**src/uart_line_buffered_fifos_core_macros.svh**
```systemverilog
// assertion macros for the serial port line FIFOs
`ifndef UART_LINE_BUFFERED_FIFOS_CORE_MACROS_SVH
`define UART_LINE_BUFFERED_FIFOS_CORE_MACROS_SVH
`ifndef SYNTH
`define ULBF_ASSERT(lbl, clk, rstn, prop) \
    lbl: assert property (@(posedge clk) disable iff (!(rstn)) (prop)) \
        else $error("ulbf assertion failed");
`define ULBF_ASSERT_ALWAYS(lbl, clk, prop) \
    lbl: assert property (@(posedge clk) (prop)) \
        else $error("ulbf assertion failed");
`else
`define ULBF_ASSERT(lbl, clk, rstn, prop)
`define ULBF_ASSERT_ALWAYS(lbl, clk, prop)
`endif
`endif

```
**src/ulbf_pkg.sv**
```systemverilog
package ulbf_pkg;

    localparam int RX_DEPTH_DEF = 32;
    localparam int TX_DEPTH_DEF = 32;

    localparam int ADDR_W  = 3;
    localparam int REG_EOL = 0;

    localparam logic [7:0] EOL_RESET = 8'd13;
    localparam logic [7:0] NL_BYTE   = 8'd10;
    localparam logic [7:0] CH_B      = 8'h42;
    localparam logic [7:0] CH_O      = 8'h4F;
    localparam logic [7:0] CH_F      = 8'h46;
    localparam logic [7:0] LINES_MAX = 8'hFF;

    typedef enum logic [1:0] {
        CMD_RX_BYTE = 2'd0,
        CMD_HOST_RD = 2'd1,
        CMD_HOST_WR = 2'd2,
        CMD_TX_RDY  = 2'd3
    } t_cmd;

    typedef enum logic [1:0] {
        OVF_B   = 2'd0,
        OVF_O   = 2'd1,
        OVF_F   = 2'd2,
        OVF_EOL = 2'd3
    } t_ovf_idx;

    typedef enum logic [1:0] {
        S_IDLE,
        S_RXRD,
        S_TXRD,
        S_OVF
    } t_state;

    typedef struct packed {
        logic       line_valid;
        logic [7:0] line_byte;
        logic       read_valid;
        logic [7:0] read_byte;
        logic       read_empty;
        logic       write_rejected;
        logic       overflow;
        logic       last;
    } t_result;

endpackage

```
**src/uart_line_buffered_fifos_core.sv**
```systemverilog
// Receive and transmit byte FIFOs of a serial port with line discipline.
// Input stream: tuser carries the command (line byte received, host read,
// host write, transmitter ready), tdata the byte. Each beat gives one
// result beat; a line byte that finds the receive FIFO full clears it and
// gives four beats (B, O, F, end-of-line on the wire, tlast on the fourth).
// Timing: line byte, host write, empty host read and empty transmitter
// ready give their result in the cycle after acceptance; a host read or
// transmitter ready that pops a byte passes the FIFO RAM's registered read
// port and then the output register. Throughput: one beat per cycle for
// non-popping commands while results are taken; a pop or overflow keeps
// tready low until its last result loads. One item is in flight at a time.
// The result sits in an output register; the next beat is accepted while
// that register is taken in the same cycle. When the receiver stalls, the
// result holds and input tready drops until it is taken.
// Reset clears pointers, counts and the line count and sets end-of-line
// to 13; RAM contents are not cleared. APB register 0 holds the end-of-line
// byte; the user must write it only while the block is idle (not enforced).
`include "uart_line_buffered_fifos_core_macros.svh"

module uart_line_buffered_fifos_core #(
    parameter int RX_DEPTH = ulbf_pkg::RX_DEPTH_DEF,
    parameter int TX_DEPTH = ulbf_pkg::TX_DEPTH_DEF
) (
    input  logic                        i_clk,
    input  logic                        i_rst_n,
    // APB configuration
    input  logic                        psel,
    input  logic                        penable,
    input  logic                        pwrite,
    input  logic [ulbf_pkg::ADDR_W-1:0] paddr,
    input  logic [31:0]                 pwdata,
    output logic [31:0]                 prdata,
    output logic                        pready,
    // input beats
    input  logic                        s_axis_tvalid,
    output logic                        s_axis_tready,
    input  logic [7:0]                  s_axis_tdata,  // [7:0] data_byte
    input  logic [1:0]                  s_axis_tuser,  // [1:0] command
    // result beats
    output logic                        m_axis_tvalid,
    input  logic                        m_axis_tready,
    output logic [15:0]                 m_axis_tdata,  // [7:0] line_byte, [15:8] read_byte
    output logic [4:0]                  m_axis_tuser,  // [0] line_valid, [1] read_valid,
                                                       // [2] read_empty, [3] write_rejected,
                                                       // [4] overflow
    output logic                        m_axis_tlast
);

    localparam int RX_AW = $clog2(RX_DEPTH);
    localparam int TX_AW = $clog2(TX_DEPTH);
    localparam int RX_CW = $clog2(RX_DEPTH + 1);
    localparam int TX_CW = $clog2(TX_DEPTH + 1);

    ulbf_pkg::t_state   r_state, n_state;
    ulbf_pkg::t_result  r_res, n_res;
    ulbf_pkg::t_ovf_idx r_ovf_idx, n_ovf_idx;
    logic               r_ovalid;
    logic               w_load;
    logic [7:0]         r_eol;

    logic [RX_AW-1:0] r_rx_wpos, n_rx_wpos, r_rx_rpos, n_rx_rpos;
    logic [RX_CW-1:0] r_rx_count, n_rx_count;
    logic [7:0]       r_rx_lines, n_rx_lines;
    logic [TX_AW-1:0] r_tx_wpos, n_tx_wpos, r_tx_rpos, n_tx_rpos;
    logic [TX_CW-1:0] r_tx_count, n_tx_count;

    logic       w_rx_we, w_rx_re, w_tx_we, w_tx_re;
    logic [7:0] w_rx_rdata, w_tx_rdata, w_wr_byte;
    logic       w_in_fire, w_out_free, w_rx_full, w_tx_full, w_cfg_wr, w_cfg_hit;
    ulbf_pkg::t_cmd w_cmd;

    assign w_cmd      = ulbf_pkg::t_cmd'(s_axis_tuser);
    assign w_out_free = !r_ovalid || m_axis_tready;
    assign s_axis_tready = (r_state == ulbf_pkg::S_IDLE) && w_out_free;
    assign w_in_fire  = s_axis_tvalid && s_axis_tready;
    assign w_rx_full  = (r_rx_count == RX_CW'(RX_DEPTH));
    assign w_tx_full  = (r_tx_count == TX_CW'(TX_DEPTH));
    assign w_wr_byte  = (s_axis_tdata == ulbf_pkg::NL_BYTE) ? r_eol : s_axis_tdata;

    // configuration
    assign pready    = 1'b1;
    assign w_cfg_hit = (paddr == ulbf_pkg::ADDR_W'(ulbf_pkg::REG_EOL * 4));
    assign w_cfg_wr  = psel && penable && pwrite && pready && w_cfg_hit;
    assign prdata    = w_cfg_hit ? {24'd0, r_eol} : 32'd0;

    always_ff @(posedge i_clk) begin
        if (!i_rst_n) begin
            r_eol <= ulbf_pkg::EOL_RESET;
        end else if (w_cfg_wr) begin
            r_eol <= pwdata[7:0];
        end
    end

    ulbf_ram #(.W(8), .DEPTH(RX_DEPTH)) u_rx_ram (
        .i_clk   (i_clk),
        .i_we    (w_rx_we),
        .i_waddr (r_rx_wpos),
        .i_wdata (s_axis_tdata),
        .i_re    (w_rx_re),
        .i_raddr (r_rx_rpos),
        .o_rdata (w_rx_rdata)
    );

    ulbf_ram #(.W(8), .DEPTH(TX_DEPTH)) u_tx_ram (
        .i_clk   (i_clk),
        .i_we    (w_tx_we),
        .i_waddr (r_tx_wpos),
        .i_wdata (w_wr_byte),
        .i_re    (w_tx_re),
        .i_raddr (r_tx_rpos),
        .o_rdata (w_tx_rdata)
    );

    always_comb begin
        n_state = r_state;
        case (r_state)
            ulbf_pkg::S_IDLE: begin
                if (w_in_fire) begin
                    case (w_cmd)
                        ulbf_pkg::CMD_RX_BYTE: begin
                            if (w_rx_full) n_state = ulbf_pkg::S_OVF;
                        end
                        ulbf_pkg::CMD_HOST_RD: begin
                            if (r_rx_count != '0 && r_rx_lines != '0) begin
                                n_state = ulbf_pkg::S_RXRD;
                            end
                        end
                        ulbf_pkg::CMD_TX_RDY: begin
                            if (r_tx_count != '0) n_state = ulbf_pkg::S_TXRD;
                        end
                        default: n_state = ulbf_pkg::S_IDLE;
                    endcase
                end
            end
            ulbf_pkg::S_RXRD: n_state = ulbf_pkg::S_IDLE;
            ulbf_pkg::S_TXRD: n_state = ulbf_pkg::S_IDLE;
            ulbf_pkg::S_OVF: begin
                if (w_out_free && r_ovf_idx == ulbf_pkg::OVF_EOL) n_state = ulbf_pkg::S_IDLE;
            end
            default: n_state = ulbf_pkg::S_IDLE;
        endcase
    end

    always_comb begin
        n_rx_wpos  = r_rx_wpos;
        n_rx_rpos  = r_rx_rpos;
        n_rx_count = r_rx_count;
        n_rx_lines = r_rx_lines;
        n_tx_wpos  = r_tx_wpos;
        n_tx_rpos  = r_tx_rpos;
        n_tx_count = r_tx_count;
        n_ovf_idx  = r_ovf_idx;
        w_rx_we    = 1'b0;
        w_rx_re    = 1'b0;
        w_tx_we    = 1'b0;
        w_tx_re    = 1'b0;
        w_load     = 1'b0;
        n_res      = '0;
        n_res.last = 1'b1;
        case (r_state)
            ulbf_pkg::S_IDLE: begin
                if (w_in_fire) begin
                    case (w_cmd)
                        ulbf_pkg::CMD_RX_BYTE: begin
                            if (!w_rx_full) begin
                                w_rx_we = 1'b1;
                                if (s_axis_tdata == r_eol && r_rx_lines != ulbf_pkg::LINES_MAX) begin
                                    n_rx_lines = r_rx_lines + 8'd1;
                                end
                                n_rx_wpos  = (r_rx_wpos == RX_AW'(RX_DEPTH - 1)) ? '0
                                                                                 : r_rx_wpos + 1'b1;
                                n_rx_count = r_rx_count + 1'b1;
                                w_load     = 1'b1;
                            end else begin
                                n_rx_wpos  = '0;
                                n_rx_rpos  = '0;
                                n_rx_count = '0;
                                n_rx_lines = '0;
                                n_ovf_idx  = ulbf_pkg::OVF_B;
                            end
                        end
                        ulbf_pkg::CMD_HOST_RD: begin
                            if (r_rx_count == '0 || r_rx_lines == '0) begin
                                w_load           = 1'b1;
                                n_res.read_empty = 1'b1;
                            end else begin
                                w_rx_re    = 1'b1;
                                n_rx_rpos  = (r_rx_rpos == RX_AW'(RX_DEPTH - 1)) ? '0
                                                                                 : r_rx_rpos + 1'b1;
                                n_rx_count = r_rx_count - 1'b1;
                            end
                        end
                        ulbf_pkg::CMD_HOST_WR: begin
                            w_load = 1'b1;
                            if (w_tx_full) begin
                                n_res.write_rejected = 1'b1;
                            end else begin
                                w_tx_we    = 1'b1;
                                n_tx_wpos  = (r_tx_wpos == TX_AW'(TX_DEPTH - 1)) ? '0
                                                                                 : r_tx_wpos + 1'b1;
                                n_tx_count = r_tx_count + 1'b1;
                            end
                        end
                        ulbf_pkg::CMD_TX_RDY: begin
                            if (r_tx_count != '0) begin
                                w_tx_re    = 1'b1;
                                n_tx_rpos  = (r_tx_rpos == TX_AW'(TX_DEPTH - 1)) ? '0
                                                                                 : r_tx_rpos + 1'b1;
                                n_tx_count = r_tx_count - 1'b1;
                            end else begin
                                w_load = 1'b1;
                            end
                        end
                        default: w_load = 1'b0;
                    endcase
                end
            end
            ulbf_pkg::S_RXRD: begin
                w_load           = 1'b1;
                n_res.read_valid = 1'b1;
                if (w_rx_rdata == r_eol) begin
                    n_res.read_byte = ulbf_pkg::NL_BYTE;
                    n_rx_lines      = r_rx_lines - 8'd1;
                end else begin
                    n_res.read_byte = w_rx_rdata;
                end
            end
            ulbf_pkg::S_TXRD: begin
                w_load           = 1'b1;
                n_res.line_valid = 1'b1;
                n_res.line_byte  = w_tx_rdata;
            end
            ulbf_pkg::S_OVF: begin
                n_res.line_valid = 1'b1;
                n_res.overflow   = 1'b1;
                n_res.last       = (r_ovf_idx == ulbf_pkg::OVF_EOL);
                case (r_ovf_idx)
                    ulbf_pkg::OVF_B: n_res.line_byte = ulbf_pkg::CH_B;
                    ulbf_pkg::OVF_O: n_res.line_byte = ulbf_pkg::CH_O;
                    ulbf_pkg::OVF_F: n_res.line_byte = ulbf_pkg::CH_F;
                    default:         n_res.line_byte = r_eol;
                endcase
                if (w_out_free) begin
                    w_load    = 1'b1;
                    n_ovf_idx = ulbf_pkg::t_ovf_idx'(r_ovf_idx + 2'd1);
                end
            end
            default: w_load = 1'b0;
        endcase
    end

    always_ff @(posedge i_clk) begin
        if (!i_rst_n) begin
            r_state    <= ulbf_pkg::S_IDLE;
            r_ovf_idx  <= ulbf_pkg::OVF_B;
            r_ovalid   <= 1'b0;
            r_rx_wpos  <= '0;
            r_rx_rpos  <= '0;
            r_rx_count <= '0;
            r_rx_lines <= '0;
            r_tx_wpos  <= '0;
            r_tx_rpos  <= '0;
            r_tx_count <= '0;
        end else begin
            r_state    <= n_state;
            r_ovf_idx  <= n_ovf_idx;
            r_rx_wpos  <= n_rx_wpos;
            r_rx_rpos  <= n_rx_rpos;
            r_rx_count <= n_rx_count;
            r_rx_lines <= n_rx_lines;
            r_tx_wpos  <= n_tx_wpos;
            r_tx_rpos  <= n_tx_rpos;
            r_tx_count <= n_tx_count;
            if (w_load) begin
                r_ovalid <= 1'b1;
            end else if (m_axis_tready) begin
                r_ovalid <= 1'b0;
            end
        end
    end

    always_ff @(posedge i_clk) begin
        if (w_load) begin
            r_res <= n_res;
        end
    end

    assign m_axis_tvalid = r_ovalid;
    assign m_axis_tdata  = {r_res.read_byte, r_res.line_byte};
    assign m_axis_tuser  = {r_res.overflow, r_res.write_rejected, r_res.read_empty,
                            r_res.read_valid, r_res.line_valid};
    assign m_axis_tlast  = r_res.last;

    `ULBF_ASSERT(a_rx_count_bound, i_clk, i_rst_n, r_rx_count <= RX_CW'(RX_DEPTH))
    `ULBF_ASSERT(a_tx_count_bound, i_clk, i_rst_n, r_tx_count <= TX_CW'(TX_DEPTH))
    `ULBF_ASSERT(a_pop_gives_beat, i_clk, i_rst_n,
                 (r_state == ulbf_pkg::S_RXRD || r_state == ulbf_pkg::S_TXRD) |=> m_axis_tvalid)
    `ULBF_ASSERT(a_ovf_on_wire, i_clk, i_rst_n,
                 (m_axis_tvalid && m_axis_tuser[4]) |-> (m_axis_tuser[0] && !m_axis_tuser[1]))
    `ULBF_ASSERT_ALWAYS(a_busy_no_ready, i_clk,
                        (r_state != ulbf_pkg::S_IDLE) |-> !s_axis_tready)

endmodule

```
**src/ulbf_ram.sv**
```systemverilog
module ulbf_ram #(
    parameter int W     = 8,
    parameter int DEPTH = 32
) (
    input  logic                     i_clk,
    input  logic                     i_we,
    input  logic [$clog2(DEPTH)-1:0] i_waddr,
    input  logic [W-1:0]             i_wdata,
    input  logic                     i_re,
    input  logic [$clog2(DEPTH)-1:0] i_raddr,
    output logic [W-1:0]             o_rdata
);

    logic [W-1:0] r_mem [DEPTH];
    logic [W-1:0] r_rdata;

    always_ff @(posedge i_clk) begin
        if (i_we) begin
            r_mem[i_waddr] <= i_wdata;
        end
        if (i_re) begin
            r_rdata <= r_mem[i_raddr];
        end
    end

    assign o_rdata = r_rdata;

endmodule

```
**config.mk**
```make
export PLATFORM = sky130hd
export DESIGN_NAME = uart_line_buffered_fifos_core
export DESIGN_NICKNAME = d
export VERILOG_FILES = /design/src/ulbf_pkg.sv /design/src/uart_line_buffered_fifos_core.sv /design/src/ulbf_ram.sv
export VERILOG_INCLUDE_DIRS = /design/src /design/src/src
export SDC_FILE = /design/constraint.sdc
export NUM_CORES = 1
export LEC_CHECK = 0
export BUFFER_PORTS_ARGS = -buffer_cell sky130_fd_sc_hd__clkbuf_2
export CELL_PAD_IN_SITES_DETAIL_PLACEMENT = 0
export CELL_PAD_IN_SITES_GLOBAL_PLACEMENT = 2
export CORE_MARGIN = 4
export CORE_UTILIZATION = 43
export CTS_CLUSTER_SIZE = 28
export DETAILED_ROUTE_END_ITERATION = 10
export GPL_ROUTABILITY_DRIVEN = 0
export PLACE_DENSITY = 0.74
export SLEW_MARGIN = 20
export SYNTH_ARGS = -nofsm -noshare
export SYNTH_HDL_FRONTEND = slang
export SYNTH_SLANG_ARGS = --single-unit
```
**constraint.sdc**
```tcl
create_clock -name i_clk -period 3.18 [get_ports i_clk]
set_input_delay 0.318 -clock i_clk [delete_from_list [all_inputs] [get_ports i_clk]]
set_output_delay 0.318 -clock i_clk [all_outputs]
set_load 0.005 [all_outputs]
```
# == Yosys cells after proc, flatten, opt, wreduce, memory -nomap -nowiden ==
# Memory sizes are Yosys's and may differ from the RTL's. A register that Yosys moved wholly into a read port is not among the register bits.
# Index checks and enable logic that the tools add are counted.
# totals
n_memories,2
elab_cells,174
mem_bits_rw,512
register_bits,75
# memory_table
name,depth,word_bits,rd,rd_ports_with_merged_regs,wr,line_no,source
u_rx_ram.r_mem,32,8,1,1,1,ulbf_ram.sv:14,logic [W-1:0] r_mem [DEPTH];
u_tx_ram.r_mem,32,8,1,1,1,ulbf_ram.sv:14,
# op_classes
mux,68
bitwise,2
reduce_logical,38
n_eq_ne,33
add_sub_neg,11
# ops
op,n
8-bit two-way mux,8
5-bit two-way mux,7
1-bit two-way mux,27
5-bit AND reduction,5
6-bit two-way mux,4
6-bit one-hot mux with 2 select lines,2
8-bit one-hot mux with 3 select lines,1
5-bit by 1-bit adder with 5-bit output (second input constant),4
5-bit == test (second input constant),4
2-bit two-way mux,10
2-bit != test (second input constant),9
9-bit one-hot mux with 2 select lines,1
8-bit == test,2
8-bit one-hot mux with 2 select lines,1
6-bit by 1-bit adder with 6-bit output (second input constant),2
2-bit == test (second input constant),6
6-bit == test (second input constant),2
2-bit one-hot mux with 3 select lines,2
4-bit AND reduction,3
6-bit nonzero test,2
6-bit by 1-bit subtractor with 6-bit output (second input constant),2
5-bit one-hot mux with 2 select lines,1
2-bit nonzero test,5
9-bit two-way mux,1
other kinds (23),41

# == Longest topological paths before layout ==
# Gate-level depths: netlist (run 1).
# depth
word_depth,8
mapped_depth,9
mapped_depth_nobuf,7

# == Hierarchy ==
# Synthesis (run 1) repeated with hierarchy kept, for this count alone.
# hier_totals
hier_cells,1380
hier_area_um2,25034.0
# by_module_without_submodules
module,cells_each,n_inst,area_per_inst_um2,seq_area_each_um2
ulbf_ram,417,2,10133.5,7927.6
uart_line_buffered_fifos_core,546,1,4767.1,1721.7

# == Least setup slack after synthesis (run 1) ==
# No wires, ideal clock.
# synth_path
kind,flip-flop to flip-flop
startpoint,register r_rx_count[0]
endpoint,"register r_res (netlist bit m_axis_tdata[0]), enable pin"
path_slack_ns,-0.038
t_arrival_ns,2.807
setup_ns,0.411
n_path_buf,1
period_less_slack_ns,3.218
path_stages_with_launch,9
required_time_ns,2.769
cell_sequence,dfxtp_1 -> clkbuf_1 -> inv_1 -> ha_1 -> nor4b_4 -> a22o_1 -> a22o_1 -> o311ai_0 -> a22oi_1
# synth_via
elab_chain_cells,6
# synth_rtl
element,line_no,source
start: declaration,uart_line_buffered_fifos_core.sv:62,"logic [RX_CW-1:0] r_rx_count, n_rx_count;"
start signal: assignment,uart_line_buffered_fifos_core.sv:269,r_rx_count <= n_rx_count;
6-bit logical NOT,uart_line_buffered_fifos_core.sv:183,if (r_rx_count == '0 || r_rx_lines == '0) begin
1-bit logical OR,uart_line_buffered_fifos_core.sv:183,
1-bit two-way mux,uart_line_buffered_fifos_core.sv:183,
1-bit one-hot mux with 4 select lines (*),uart_line_buffered_fifos_core.sv:163,case (w_cmd)
1-bit two-way mux (*),uart_line_buffered_fifos_core.sv:162,if (w_in_fire) begin
1-bit one-hot mux with 3 select lines (*),uart_line_buffered_fifos_core.sv:160,case (r_state)
net w_load,uart_line_buffered_fifos_core.sv:58,logic w_load;
end signal: assignment,uart_line_buffered_fifos_core.sv:284,r_res <= n_res;
end: declaration,uart_line_buffered_fifos_core.sv:55,"ulbf_pkg::t_result r_res, n_res;"
# The timed path passes the listed nets; every way through them passes the cells marked *.
# A chain may end at the register's enable or synchronous reset.

# == Worst setup path in the final report (run 1) ==
# layout_path
startpoint,register r_state[1]
endpoint,"memory u_tx_ram.r_mem[8][6], enable pin"
# layout_via
elab_chain_cells,7
# layout_rtl
element,line_no,source
start: declaration,uart_line_buffered_fifos_core.sv:54,"ulbf_pkg::t_state r_state, n_state;"
start signal: assignment,uart_line_buffered_fifos_core.sv:254,r_state <= ulbf_pkg::S_IDLE;
start signal: assignment,uart_line_buffered_fifos_core.sv:265,r_state <= n_state;
2-bit logical NOT (*),"uart_line_buffered_fifos_core.sv:74, uart_line_buffered_fifos_core.sv:160",
1-bit logical AND,uart_line_buffered_fifos_core.sv:74,assign s_axis_tready = (r_state == ulbf_pkg::S_IDLE) && w_out_free;
1-bit logical AND,uart_line_buffered_fifos_core.sv:75,assign w_in_fire = s_axis_tvalid && s_axis_tready;
1-bit two-way mux,uart_line_buffered_fifos_core.sv:162,
1-bit two-way mux (*),uart_line_buffered_fifos_core.sv:160,
1-bit two-way mux (*),ulbf_ram.sv:18,if (i_we) begin
1-bit two-way mux (not written as such) (*),ulbf_ram.sv:19,r_mem[i_waddr] <= i_wdata;
end: declaration,ulbf_ram.sv:14,
# Mark *: on every way between the ends. The rest lies on a longest branch, timed or not.

==> load_flow_metrics.sql, run 1 <==
INSERT INTO impl_metrics (metric_group, metric, value, unit) VALUES
('synth', 'synthesis.area', '0.0253', 'mm²'),
('worst_setup_path', 'r2r.worst_path.cells', '7', ''),
('worst_setup_path', 'cp_data_arrival_time', '3.29', 'ns'),
('floorplanning', 'die_w', '250', 'µm'),
('final_layout', 'final.fill_count', '4782', ''),
('worst_setup_path', 'timing.reg2reg.setup_slack', '0.15', 'ns'),
('power', 'worst_voltage_drop_across_the_vdd_grid', '450', 'µV'),
('worst_setup_path', 'start_kind', 'flip-flop', ''),
('synth', 'count_of_flip_flops_with_a_built_in_enable_after_synthesis', '550', ''),
('floorplanning', 'num_rows', '88', ''),
('floorplanning', 'core_region', '0.0579', 'mm²'),
('power', 'internal_power', '13.3', 'mW'),
('drt', 'drtAntennaViolNets', '0', ''),
('placed_design', 'placedCellCount', '2253', ''),
('status', 'outcome', 'finished, final reports clean', ''),
('timing', 'max_freq', '0.330', 'GHz'),
('final_layout', 'fin_cells', '2361', ''),
('drt', 'drc', '0', ''),
('power', 'power.share.sequential', '52.6', '%'),
('grt', 'grt_start_max_net_pins', '65', ''),
('floorplanning', 'initial_utilization', '43.6', '%'),
('cts', 'htree_levels', '2', ''),
('worst_setup_path', 'timing.critical_path.to_type', 'flip-flop', ''),
('worst_setup_path', 'timing.rr.start', 'r_state[1]$_SDFFE_PN0P_', ''),
('floorplanning', 'die_height', '250', 'µm'),
('flow_run', 'timing.max_cap.violations', '0', ''),
('cts', 'cts_tree', 'yes', ''),
('placed_design', 'port_buffers', '59', ''),
('cts', 'cts-buffers-inserted', '58', ''),
('grt', 'global_route.overflow_total', '0', ''),
('drt', 'detailroute.via_count', '13000', ''),
('synth', 'synth_flop_cell', 'edfxtp_1', ''),
('grt', 'number_of_global_route_vias_before_repair', '13300', ''),
('cts', 'cts-root-to-sink-buffers', '3', ''),
('synth', 'synth_cell_type_count', '72', ''),
('power', 'design_power_total', '17.0', 'mW'),
('cts', 'clock-root-buffer', 'clkbuf_16', ''),
('cts', 'clk-insertion-delay-late', '0.62', 'ns'),
('synth', 'synth_async_sr_flop_share', '0', '%'),
('drt', 'postRouteWirelength', '55300', 'µm'),
('drt', 'vias_per_cell', '5.50', ''),
('worst_setup_path', 'critPathLaunch', 'r_state[1]$_SDFFE_PN0P_', ''),
('grt', 'grt_util_all_layers', '17.7', '%'),
('timing', 'setup_repair_after_global_routing_missed_its_margin', 'true', ''),
('power', 'clockPowerShare', '40.3', '%'),
('timing', 'worst-slew-pin-transition', '0.967', 'ns'),
('worst_setup_path', 'critical_path.max_fanout', '8', ''),
('placed_design', 'dp.final_hpwl', '37000', 'µm'),
('timing', 'period_needed', '3.03', 'ns'),
('grt', 'first_pass_grt_wire_length', '84400', 'µm'),
('drt', 'drt-pass1-iter-count', '5', ''),
('power', 'cellPowerDensity', '589', 'mW/mm²'),
('worst_setup_path', 'path_class', 'reg -> reg', ''),
('synth', 'yosysSeqAreaShare', '69.5', '%'),
('power', 'comb_power_share', '7.1', '%'),
('cts', 'clock_sink_count', '603', ''),
('final_layout', 'area_overhead_vs_synth', '14.1', '%'),
('drt', 'wire_per_inst', '23.4', 'µm'),
('timing', 'finalHoldWorstSlack', '0.0504', 'ns'),
('drt', 'detailedRoute.firstIterationViolations', '909', ''),
('synth', 'synth.avg_cell_area', '18.0', 'µm²'),
('grt', 'number_of_antenna_violations_at_the_first_check_in_global_routing', '2', ''),
('cts', 'cts_setup_buffers', '0', ''),
('timing', 'maxSlewViolCount', '0', ''),
('cts', 'path_clk_slew', '0.06', 'ns'),
('timing', 'timing_hold_violations_final', '0', ''),
('timing', 'period_share', '95.2', '%'),
('worst_setup_path', 'crit_required', '3.44', 'ns'),
('final_layout', 'final_layout_size_suffix_gt1_share', '27.4', '%'),
('final_layout', 'antenna-diode-count', '0', ''),
('final_layout', 'final_net_count', '1642', ''),
('timing', 'relSlewSlack', '35.4', '%'),
('synth', 'yosys_warnings', '0', ''),
('hold_path', 'min_path_type', 'in -> reg', ''),
('floorplanning', 'num_io_pins', '109', ''),
('timing', 'setup-violations-final', '0', ''),
('power', 'power.static_leakage', '9.28', 'nW'),
('timing', 'final.setup_skew', '0.0236', 'ns'),
('synth', 'post_synth_inst_count', '1407', ''),
('worst_setup_path', 'critical_path.endpoint', 'u_tx_ram.r_mem[8][6]$_DFFE_PP_', ''),
('floorplanning', 'die_outline_area', '0.0627', 'mm²'),
('synth', 'yosys_register_bits', '603', ''),
('power', 'power_switching', '3.71', 'mW'),
('power', 'power.switching_fraction', '21.8', '%'),
('worst_setup_path', 'timing.rr.end', 'u_tx_ram.r_mem[8][6]$_DFFE_PP_', '');
==> synth_stat cells (3+ instances only) <==
master	number	area share [%]
edfxtp_1	550	65
mux4_2	160	14
nor2_1	90	1.3
nand2_1	77	1.1
dfxtp_1	53	4.2
clkbuf_1	50	0.74
ha_1	36	1.8
buf_4	26	0.77
and2_1	22	0.54
inv_1	22	0.33
o21ai_0	19	0.38
xnor2_1	19	0.66
mux2_2	17	0.76
nand3_1	16	0.32
a21oi_1	14	0.28
a21boi_0	13	0.39
mux2i_1	12	0.48
nand2b_1	12	0.30
nor2b_1	12	0.30
nor3_1	11	0.22
buf_2	10	0.20
a21o_1	9	0.27
nand3b_1	9	0.27
o211ai_1	9	0.27
or3_1	9	0.22
nand4_1	8	0.20
a22o_1	7	0.24
buf_6	7	0.31
o22ai_1	7	0.17
a21boi_1	6	0.18
and3_1	6	0.15
a31oi_1	5	0.12
buf_1	5	0.074
or3b_2	5	0.17
or4_1	5	0.15
a2111oi_0	4	0.14
a211oi_1	4	0.12
a22oi_1	4	0.12
a32o_1	4	0.16
o32ai_1	4	0.14
nor4_1	3	0.074
nor4b_1	3	0.10
o21ai_1	3	0.059
or4b_1	3	0.12
==> registers in the layout (all words and copies together) (netlist names) <==
| name | flops |
|---|---|
| m_axis_tuser | 5 |
| m_axis_tlast | 1 |
| r_eol | 8 |
| u_tx_ram.o_rdata | 8 |
| r_tx_count | 6 |
| r_tx_rpos | 5 |
| r_rx_wpos | 5 |
| r_ovf_idx | 2 |
| m_axis_tdata | 16 |
| m_axis_tvalid | 1 |
| u_tx_ram.r_mem | 256 |
| r_rx_lines | 8 |
| r_tx_wpos | 5 |
| r_state | 2 |
| r_rx_rpos | 5 |
| u_rx_ram.r_mem | 256 |
| u_rx_ram.o_rdata | 8 |
| r_rx_count | 6 |
==> layout make-up <==
class | instances | area, µm² | area share [%]
clock inverter | 27 | 364 | 1.26
tap | 765 | 957 | 3.32
timing repair buffer | 162 | 1160 | 4.01
sequential | 603 | 17600 | 61.0
clock buffer | 76 | 1520 | 5.27
multi-input combinational | 706 | 7180 | 24.9
inverter | 22 | 82.6 | 0.286
==> worst max-delay path, stage by stage, from the launching register on <==
cell     delay, ns
dfxtp_1       0.33
inv_1         0.11
ha_1          0.17
and2_1        0.20
nand3_1       0.15
a21oi_1       0.53
nand2_1       0.44
nor2_1        0.73
==> layout by cell type, fill, tap and decap left out, drive strengths merged, types with 7 or more instances in the layout <==
cell type and count:
nor2b 12, o211ai 9, inv 24, nand4 8
bufinv 7, o22ai 7, a21o 9, nand2b 12
edfxtp 550, nor2 90, buf 98, nand2 78
nor3 11, mux4 160, a21oi 14, and2 22
mux2i 12, clkbuf 135, or3 9, ha 36
nand3 16, dfxtp 53, nand3b 9, conb 25
a22o 7, xnor2 19, clkinv 14, a21boi 20
mux2 17, o21ai 22
==> power groups by stage <==
stage               Combinational (mW)  Sequential, mW  Clock [mW]
finish                            1.20            8.94        6.85
global route                      1.32            8.96        7.39
CTS                               1.22            8.95        7.03
detailed placement                1.21            9.12           0
global placement                  1.20            9.11           0
floorplan                        0.705            9.10           0
==> per-layer routing <==
metal	global-route usage, %	up-vias	share of wire [%]
li1	-	5867	-
met1	26.3	6695	46
met2	27.7	347	47
met3	2.78	77	5.4
met4	4.47	0	2.3
met5	0	-	0
==> how the worst min path moves through the flow <==
stage | startpoint | endpoint | cells after the start
floorplan | s_axis_tdata[0] | u_rx_ram.r_mem[0][0]$_DFFE_PP_ | 0
global placement | r_rx_rpos[1]$_SDFFE_PN0P_ | r_rx_rpos[1]$_SDFFE_PN0P_ | 2
detailed placement | r_rx_rpos[1]$_SDFFE_PN0P_ | r_rx_rpos[1]$_SDFFE_PN0P_ | 2
CTS | pwdata[5] | r_eol[5]$_SDFFE_PN0P_ | 3
global route | pwdata[1] | r_eol[1]$_SDFFE_PN0P_ | 3
finish | pwdata[5] | r_eol[5]$_SDFFE_PN0P_ | 3
==> timing repair <==
action,CTS,global route
setup endpoints to repair,0,40
resized for setup,0,2
endpoints found under the hold margin,5,0
hold buffers,5,0
==> metrics by stage <==
stage                     area, µm²  util, %  setup slack, ns  TNS (ns)
after global routing          28800     49.8          -0.0367    -0.659
after CTS                     28800     49.8            0.182         0
after floorplan               25400        -            0.397         0
after global placement        26900     46.5            0.114         0
after detailed placement      26900     46.5            0.117         0
final                         28800     49.8            0.153         0
==> cell families (layout without fill, tap and decap cells) <==
group | count (synthesis) | after routing | synth area share [%]
compound gates | 131 | 131 | 3.81
simple gates | 303 | 303 | 6.10
fa+ha+maj | 37 | 37 | 1.86
mux | 189 | 189 | 15.5
xor+xnor | 21 | 21 | 0.728
buf+inv | 121 | 287 | 2.45
flops | 603 | 603 | 69.5
other cells | 2 | 25 | 0.0297
Note: power is estimated with default switching activity, not from simulation.
==> inputs of run 2 (changes only) <==
Settings changed: CORE_UTILIZATION 43 to 47, PLACE_DENSITY 0.74 to 0.77.
Clock period 3.18 ns to 2.8 ns, I/O delays scaled along.
==> run 2 against run 1 <==
- first-iteration DRC count is 25% higher
- die area shrank 8.2%
- hold slack gained 0.024 ns
- register-to-register slack got worse by 0.07 ns
- core utilization rose by 5.1 points
- sequential share of layout area decreased by 0.41 points
- clock skew up 0.0025 ns
- critical path depth is 1 higher
- sequential cell count unchanged
- fmax grew 11%
- setup slack got worse by 0.068 ns
- largest power group unchanged
- highest routed layer unchanged
==> load_flow_metrics.sql, run 2 (synthesis gave the netlist of run 1 again) <==
INSERT INTO impl_metrics (metric_group, metric, value, unit) VALUES
('worst_setup_path', 'timing.reg2reg.setup_slack', '0.08', 'ns'),
('worst_setup_path', 'timing.rr.end', 'u_rx_ram.r_mem[18][2]$_DFFE_PP_', ''),
('drt', 'detailedRoute.firstIterationViolations', '1137', ''),
('cts', 'clk-insertion-delay-late', '0.63', 'ns'),
('power', 'power.share.sequential', '52.1', '%'),
('timing', 'max_freq', '0.368', 'GHz'),
('timing', 'setup-violations-final', '0', ''),
('grt', 'first_pass_grt_wire_length', '84800', 'µm'),
('flow_run', 'timing.max_cap.violations', '0', ''),
('final_layout', 'fin_cells', '2304', ''),
('hold_path', 'holdCritStartpoint', 's_axis_tdata[3]', ''),
('timing', 'period_share', '97.0', '%'),
('floorplanning', 'die_w', '240', 'µm'),
('floorplanning', 'die_height', '240', 'µm'),
('hold_path', 'min_to', 'u_rx_ram.r_mem[26][3]$_DFFE_PP_', ''),
('floorplanning', 'initial_utilization', '47.8', '%'),
('floorplanning', 'num_rows', '84', ''),
('status', 'outcome', 'finished, final reports clean', ''),
('timing', 'setup_repair_after_global_routing_missed_its_margin', 'true', ''),
('grt', 'global_route.overflow_total', '0', ''),
('grt', 'number_of_global_route_vias_before_repair', '13400', ''),
('final_layout', 'final_std_cell_area_no_fill', '0.0290', 'mm²'),
('final_layout', 'antenna-diode-count', '0', ''),
('timing', 'period_needed', '2.72', 'ns'),
('worst_setup_path', 'worst-path-buf-inv', '2', ''),
('cts', 'htree_levels', '2', ''),
('drt', 'drc', '0', ''),
('timing', 'worst-slew-pin-transition', '0.956', 'ns'),
('drt', 'drt-pass1-iter-count', '5', ''),
('worst_setup_path', 'timing.critical_path.to_type', 'flip-flop', ''),
('worst_setup_path', 'critical_path.max_fanout', '8', ''),
('cts', 'path_clk_slew', '0.06', 'ns'),
('timing', 'final.setup_skew', '0.0261', 'ns'),
('timing', 'setup-tns-final', '0', 'ns'),
('cts', 'clock_sink_count', '603', ''),
('timing', 'relSlewSlack', '36.2', '%'),
('power', 'internal_power', '15.1', 'mW'),
('hold_path', 'hold-path-cell-count', '1', ''),
('drt', 'postRouteWirelength', '56300', 'µm'),
('drt', 'detailroute.via_count', '13200', ''),
('placed_design', 'placement.cell_area', '0.0269', 'mm²'),
('worst_setup_path', 'worst_path_max_delay_cell', 'nor2_1', ''),
('grt', 'grt_start_max_net_pins', '33', ''),
('power', 'power.static_leakage', '9.38', 'nW'),
('timing', 'maxSlewViolCount', '0', ''),
('power', 'power.switching_fraction', '22.4', '%'),
('placed_design', 'placedCellCount', '2182', ''),
('placed_design', 'dp.final_hpwl', '37000', 'µm'),
('cts', 'cts-root-to-sink-buffers', '3', ''),
('placed_design', 'port_buffers', '59', ''),
('final_layout', 'final_layout_size_suffix_gt1_share', '29.7', '%'),
('worst_setup_path', 'timing.rr.start', 'r_state[0]$_SDFFE_PN0P_', ''),
('power', 'clockPowerShare', '40.4', '%'),
('worst_setup_path', 'start_kind', 'flip-flop', ''),
('final_layout', 'mostFrequentLayoutCell', 'edfxtp_1', ''),
('floorplanning', 'core_region', '0.0529', 'mm²'),
('placed_design', 'post-place-ws', '-0.00138', 'ns'),
('worst_setup_path', 'cp_max_stage_delay', '0.63', 'ns'),
('worst_setup_path', 'r2r.worst_path.cells', '8', ''),
('power', 'power_switching', '4.35', 'mW'),
('power', 'cellPowerDensity', '670', 'mW/mm²'),
('cts', 'clock-root-buffer', 'clkbuf_16', ''),
('timing', 'worst_slack', '0.0846', 'ns'),
('worst_setup_path', 'crit_required', '3.05', 'ns'),
('worst_setup_path', 'path_class', 'reg -> reg', ''),
('cts', 'cts_tree', 'yes', ''),
('floorplanning', 'num_io_pins', '109', ''),
('final_layout', 'final_net_count', '1654', ''),
('worst_setup_path', 'cp_top_family', 'simple AND/OR/NAND/NOR gates', ''),
('timing', 'timing_hold_violations_final', '0', ''),
('drt', 'wire_per_inst', '24.4', 'µm'),
('power', 'design_power_total', '19.5', 'mW'),
('final_layout', 'area_overhead_vs_synth', '14.9', '%'),
('power', 'worst_voltage_drop_across_the_vdd_grid', '477', 'µV'),
('drt', 'drtAntennaViolNets', '0', ''),
('hold_path', 'min_path_type', 'in -> reg', ''),
('worst_setup_path', 'cp_cell_sequence', 'inv_1 > ha_1 > and2_1 > nand3_1 > nor2_1 > nand2_1 > buf_4 > nor2_1', ''),
('grt', 'grt_util_all_layers', '19.8', '%'),
('grt', 'number_of_antenna_violations_at_the_first_check_in_global_routing', '0', ''),
('worst_setup_path', 'critPathMostFrequentCell', 'nor2_1', ''),
('final_layout', 'mostFrequentLayoutCells', 'edfxtp_1, mux4_2, buf_4', ''),
('cts', 'cts-buffers-inserted', '60', ''),
('floorplanning', 'die_outline_area', '0.0576', 'mm²'),
('drt', 'vias_per_cell', '5.73', ''),
('worst_setup_path', 'cp_data_arrival_time', '2.97', 'ns'),
('power', 'comb_power_share', '7.5', '%');
-- run 2: cell count changes in the layout (fill, tap and decap cells not counted), moves of 2 or more --
cell and change:
bufinv_16 -2, buf_12 +6, clkbuf_1 -10, nor2_1 -25, clkbuf_16 +3, nor2_2 +25
clkinv_2 +10, inv_16 -2, clkinvlp_4 +2, clkinv_1 +8, dlygate4sd3_1 +4
-- run 2: per-layer routing --
layer  share of wire [%]  vias to the layer above  GRT usage [%]
met5                   0                        -              0
met4                 2.4                        0           5.04
met3                 5.4                       87           3.23
met2                  47                      379           31.0
met1                  45                     6819           29.6
li1                    -                     5909              -
-- run 2: how the worst max path moves through the flow --
| stage | startpoint | cells past startpoint | end |
|---|---|---|---|
| after floorplan | r_rx_count[0]$_SDFFE_PN0P_ | 8 | m_axis_tdata[0]$_DFFE_PP_ |
| after global placement | r_state[0]$_SDFFE_PN0P_ | 8 | u_rx_ram.r_mem[14][3]$_DFFE_PP_ |
| after detailed placement | r_state[0]$_SDFFE_PN0P_ | 8 | u_rx_ram.r_mem[5][3]$_DFFE_PP_ |
| after CTS | r_state[0]$_SDFFE_PN0P_ | 8 | u_rx_ram.r_mem[15][3]$_DFFE_PP_ |
| after global routing | r_state[0]$_SDFFE_PN0P_ | 8 | u_rx_ram.r_mem[19][2]$_DFFE_PP_ |
| final | r_state[0]$_SDFFE_PN0P_ | 8 | u_rx_ram.r_mem[18][2]$_DFFE_PP_ |
-- run 2: what timing repair did --
| action | in CTS | in global routing |
|---|---|---|
| endpoints found under the hold margin | 9 | 0 |
| setup endpoints to repair | 44 | 200 |
| gates resized for setup | 7 | 20 |
| setup buffers | 0 | 0 |
| hold buffers | 9 | 0 |
-- run 2: area by class of cell --
| class | count | area [µm²] |
|---|---|---|
| well taps | 688 | 861 |
| inverters | 22 | 82.6 |
| repair buffers | 172 | 1320 |
| multi-input cells | 706 | 7240 |
| flip-flops and latches | 603 | 17600 |
| fillers | 4118 | 23800 |
| clock inverters | 44 | 397 |
| clock buffers | 69 | 1560 |
-- run 2: through the flow --
stage | hold slack, ns | util (%)
after floorplan | 0.379 | -
after global placement | 0.493 | 50.9
after detailed placement | 0.503 | 50.9
after CTS | 0.0560 | 54.8
after global routing | 0.0662 | 54.9
final | 0.0743 | 54.9
-- run 2: power groups by stage --
stage                     registers, mW  clock network [mW]  logic, mW
final                              10.1                7.87       1.45
after global routing               10.2                8.45       1.59
after CTS                          10.1                8.08       1.47
after floorplan                    10.3                   0      0.800
after detailed placement           10.3                   0       1.45
after global placement             10.3                   0       1.43
==> inputs of run 3 (changes only) <==
Settings changed: RECOVER_POWER set to 100.
==> run 3 against run 2 <==
- the run now ends with max-capacitance violations, max-slew violations left
- combinational power decreased by 3%
- core utilization decreased by 0.21 points
- via count increased by 0.15%
- first-iteration DRC count increased by 1.1%
- die area unchanged
- fmax increased by 0.24%
- register-to-register slack about the same
- sequential share of layout area increased by 0.23 points
- highest routed layer unchanged
==> load_flow_metrics.sql, run 3 (synthesis gave the netlist of run 1 again) <==
INSERT INTO impl_metrics (metric_group, metric, value, unit) VALUES
('status', 'outcome', 'complete, but fails checks', ''),
('status', 'violations', 'max-capacitance violations, max-slew violations', ''),
('worst_setup_path', 'critPathLaunch', 'r_state[0]$_SDFFE_PN0P_', ''),
('placed_design', 'port_buffers', '59', ''),
('drt', 'vias_per_cell', '5.74', ''),
('final_layout', 'final_net_count', '1654', ''),
('final_layout', 'final-seq-area', '0.0176', 'mm²'),
('timing', 'setup_repair_after_global_routing_missed_its_margin', 'true', ''),
('flow_run', 'timing.max_cap.violations', '3', ''),
('cts', 'path_clk_slew', '0.06', 'ns'),
('grt', 'grt_util_all_layers', '19.8', '%'),
('grt', 'first_pass_grt_wire_length', '84800', 'µm'),
('worst_setup_path', 'path_class', 'reg -> reg', ''),
('cts', 'cts-root-to-sink-buffers', '3', ''),
('floorplanning', 'num_rows', '84', ''),
('cts', 'cts-buffers-inserted', '60', ''),
('power', 'cellPowerDensity', '671', 'mW/mm²'),
('timing', 'maxSlewViolCount', '98', ''),
('final_layout', 'final_std_cell_area_no_fill', '0.0289', 'mm²'),
('drt', 'detailroute.via_count', '13200', ''),
('hold_path', 'holdCritStartpoint', 'm_axis_tready', ''),
('final_layout', 'area_overhead_vs_synth', '14.5', '%'),
('drt', 'drc', '0', ''),
('timing', 'worst_slack', '0.0911', 'ns'),
('drt', 'drtAntennaViolNets', '0', ''),
('placed_design', 'placedCellCount', '2182', ''),
('floorplanning', 'num_io_pins', '109', ''),
('timing', 'timing_hold_violations_final', '0', ''),
('timing', 'finalHoldWorstSlack', '0.164', 'ns'),
('grt', 'grt_start_max_net_pins', '33', ''),
('grt', 'number_of_global_route_vias_before_repair', '13400', ''),
('timing', 'period_needed', '2.71', 'ns'),
('final_layout', 'multi_input_comb_area', '0.00724', 'mm²'),
('worst_setup_path', 'timing.rr.start', 'r_state[0]$_SDFFE_PN0P_', ''),
('cts', 'clk-insertion-delay-late', '0.62', 'ns'),
('cts', 'cts_tree', 'yes', ''),
('drt', 'wire_per_inst', '24.5', 'µm'),
('floorplanning', 'die_height', '240', 'µm'),
('power', 'worst_voltage_drop_across_the_vdd_grid', '475', 'µV'),
('cts', 'htree_levels', '2', ''),
('worst_setup_path', 'crit_required', '3.05', 'ns'),
('floorplanning', 'initial_utilization', '47.8', '%'),
('floorplanning', 'die_outline_area', '0.0576', 'mm²'),
('final_layout', 'final.fill_count', '4143', ''),
('final_layout', 'fin_cells', '2304', ''),
('final_layout', 'final_layout_size_suffix_gt1_share', '27.0', '%'),
('drt', 'postRouteWirelength', '56400', 'µm'),
('drt', 'drt-pass1-iter-count', '7', ''),
('placed_design', 'placement.cell_area', '0.0269', 'mm²'),
('grt', 'global_route.overflow_total', '0', ''),
('timing', 'setup-violations-final', '0', ''),
('floorplanning', 'die_w', '240', 'µm'),
('final_layout', 'mostFrequentLayoutCell', 'edfxtp_1', ''),
('grt', 'number_of_antenna_violations_at_the_first_check_in_global_routing', '0', ''),
('hold_path', 'min_path_type', 'in -> reg', ''),
('worst_setup_path', 'critical_path.max_fanout', '8', ''),
('worst_setup_path', 'timing.critical_path.to_type', 'flip-flop', ''),
('floorplanning', 'core_region', '0.0529', 'mm²'),
('timing', 'relSlewSlack', '-2.60', '%'),
('placed_design', 'post-place-ws', '-0.00138', 'ns'),
('final_layout', 'antenna-diode-count', '0', ''),
('placed_design', 'dp.final_hpwl', '37000', 'µm'),
('power', 'power.static_leakage', '9.23', 'nW'),
('timing', 'final.setup_skew', '0.0250', 'ns'),
('cts', 'clock-root-buffer', 'clkbuf_16', ''),
('final_layout', 'mostFrequentLayoutCells', 'edfxtp_1, mux4_2, nand2_1', ''),
('timing', 'max_freq', '0.369', 'GHz'),
('worst_setup_path', 'cp_data_arrival_time', '2.96', 'ns'),
('timing', 'worst-slew-pin-transition', '1.54', 'ns'),
('cts', 'cts_setup_buffers', '0', ''),
('cts', 'clock_sink_count', '603', ''),
('worst_setup_path', 'start_kind', 'flip-flop', ''),
('drt', 'detailedRoute.firstIterationViolations', '1150', ''),
('timing', 'period_share', '96.7', '%');
-- run 3: cell count changes in the layout (fill, tap and decap cells not counted), sizes merged --
| cell | before | now |
|---|---|---|
| clkbuf | 128 | 150 |
| buf | 104 | 82 |
-- run 3: worst max-delay path, stage by stage (launching register included) --
cell,delay (ns)
dfxtp_1,0.31
inv_1,0.10
ha_1,0.17
and2_1,0.16
nand3_1,0.14
nor2_1,0.50
nand2_1,0.12
buf_4,0.22
nor2_1,0.63
-- run 3: power by group --
part | internal, mW | switching, mW
Sequential | 10.1 | 0.0879
Clock | 4.46 | 3.41
Combinational | 0.548 | 0.854
-- run 3: final timing paths --
path                                                         to  slack [ns]  depth (start not counted)
worst max register to register  u_rx_ram.r_mem[18][2]$_DFFE_PP_        0.09                          8
worst min-delay path                 m_axis_tvalid$_SDFFE_PN0P_        0.16                          4
worst max-delay path            u_rx_ram.r_mem[18][2]$_DFFE_PP_        0.09                          8
worst min register to register       r_rx_lines[6]$_SDFFE_PN0P_        0.52                          2
-- run 3: per-stage QoR --
step           setup TNS, ns  total power [mW]  utilization (%)
2_1_floorplan              0              11.1                -
3_3_place_gp               0              11.8             50.9
3_5_place_dp        -0.00773              11.8             50.9
4_1_cts                    0              19.7             54.8
5_1_grt                -2.72              20.2             54.7
6_report                   0              19.4             54.7
-- run 3: per-layer routing --
layer / GRT usage (%) / wire length, µm
met1: 29.6 / 25600
met2: 31.0 / 26500
met3: 3.23 / 2980
met4: 5.04 / 1380
met5: 0 / 0
-- run 3: what timing repair did --
item                                    in CTS  in global routing
endpoints found under the setup margin      44                200
endpoints found under the hold margin        9                  0
gates resized for setup                      7                 20
hold buffers                                 9                  0
-- run 3: area by class of cell --
cell class              instances  area share, %
well taps                     688           2.98
inverters                      22          0.285
repair buffers                172           4.17
flip-flops and latches        603           60.8
clock inverters                44           1.37
clock buffers                  69           5.38
multi-input cells             706           25.0
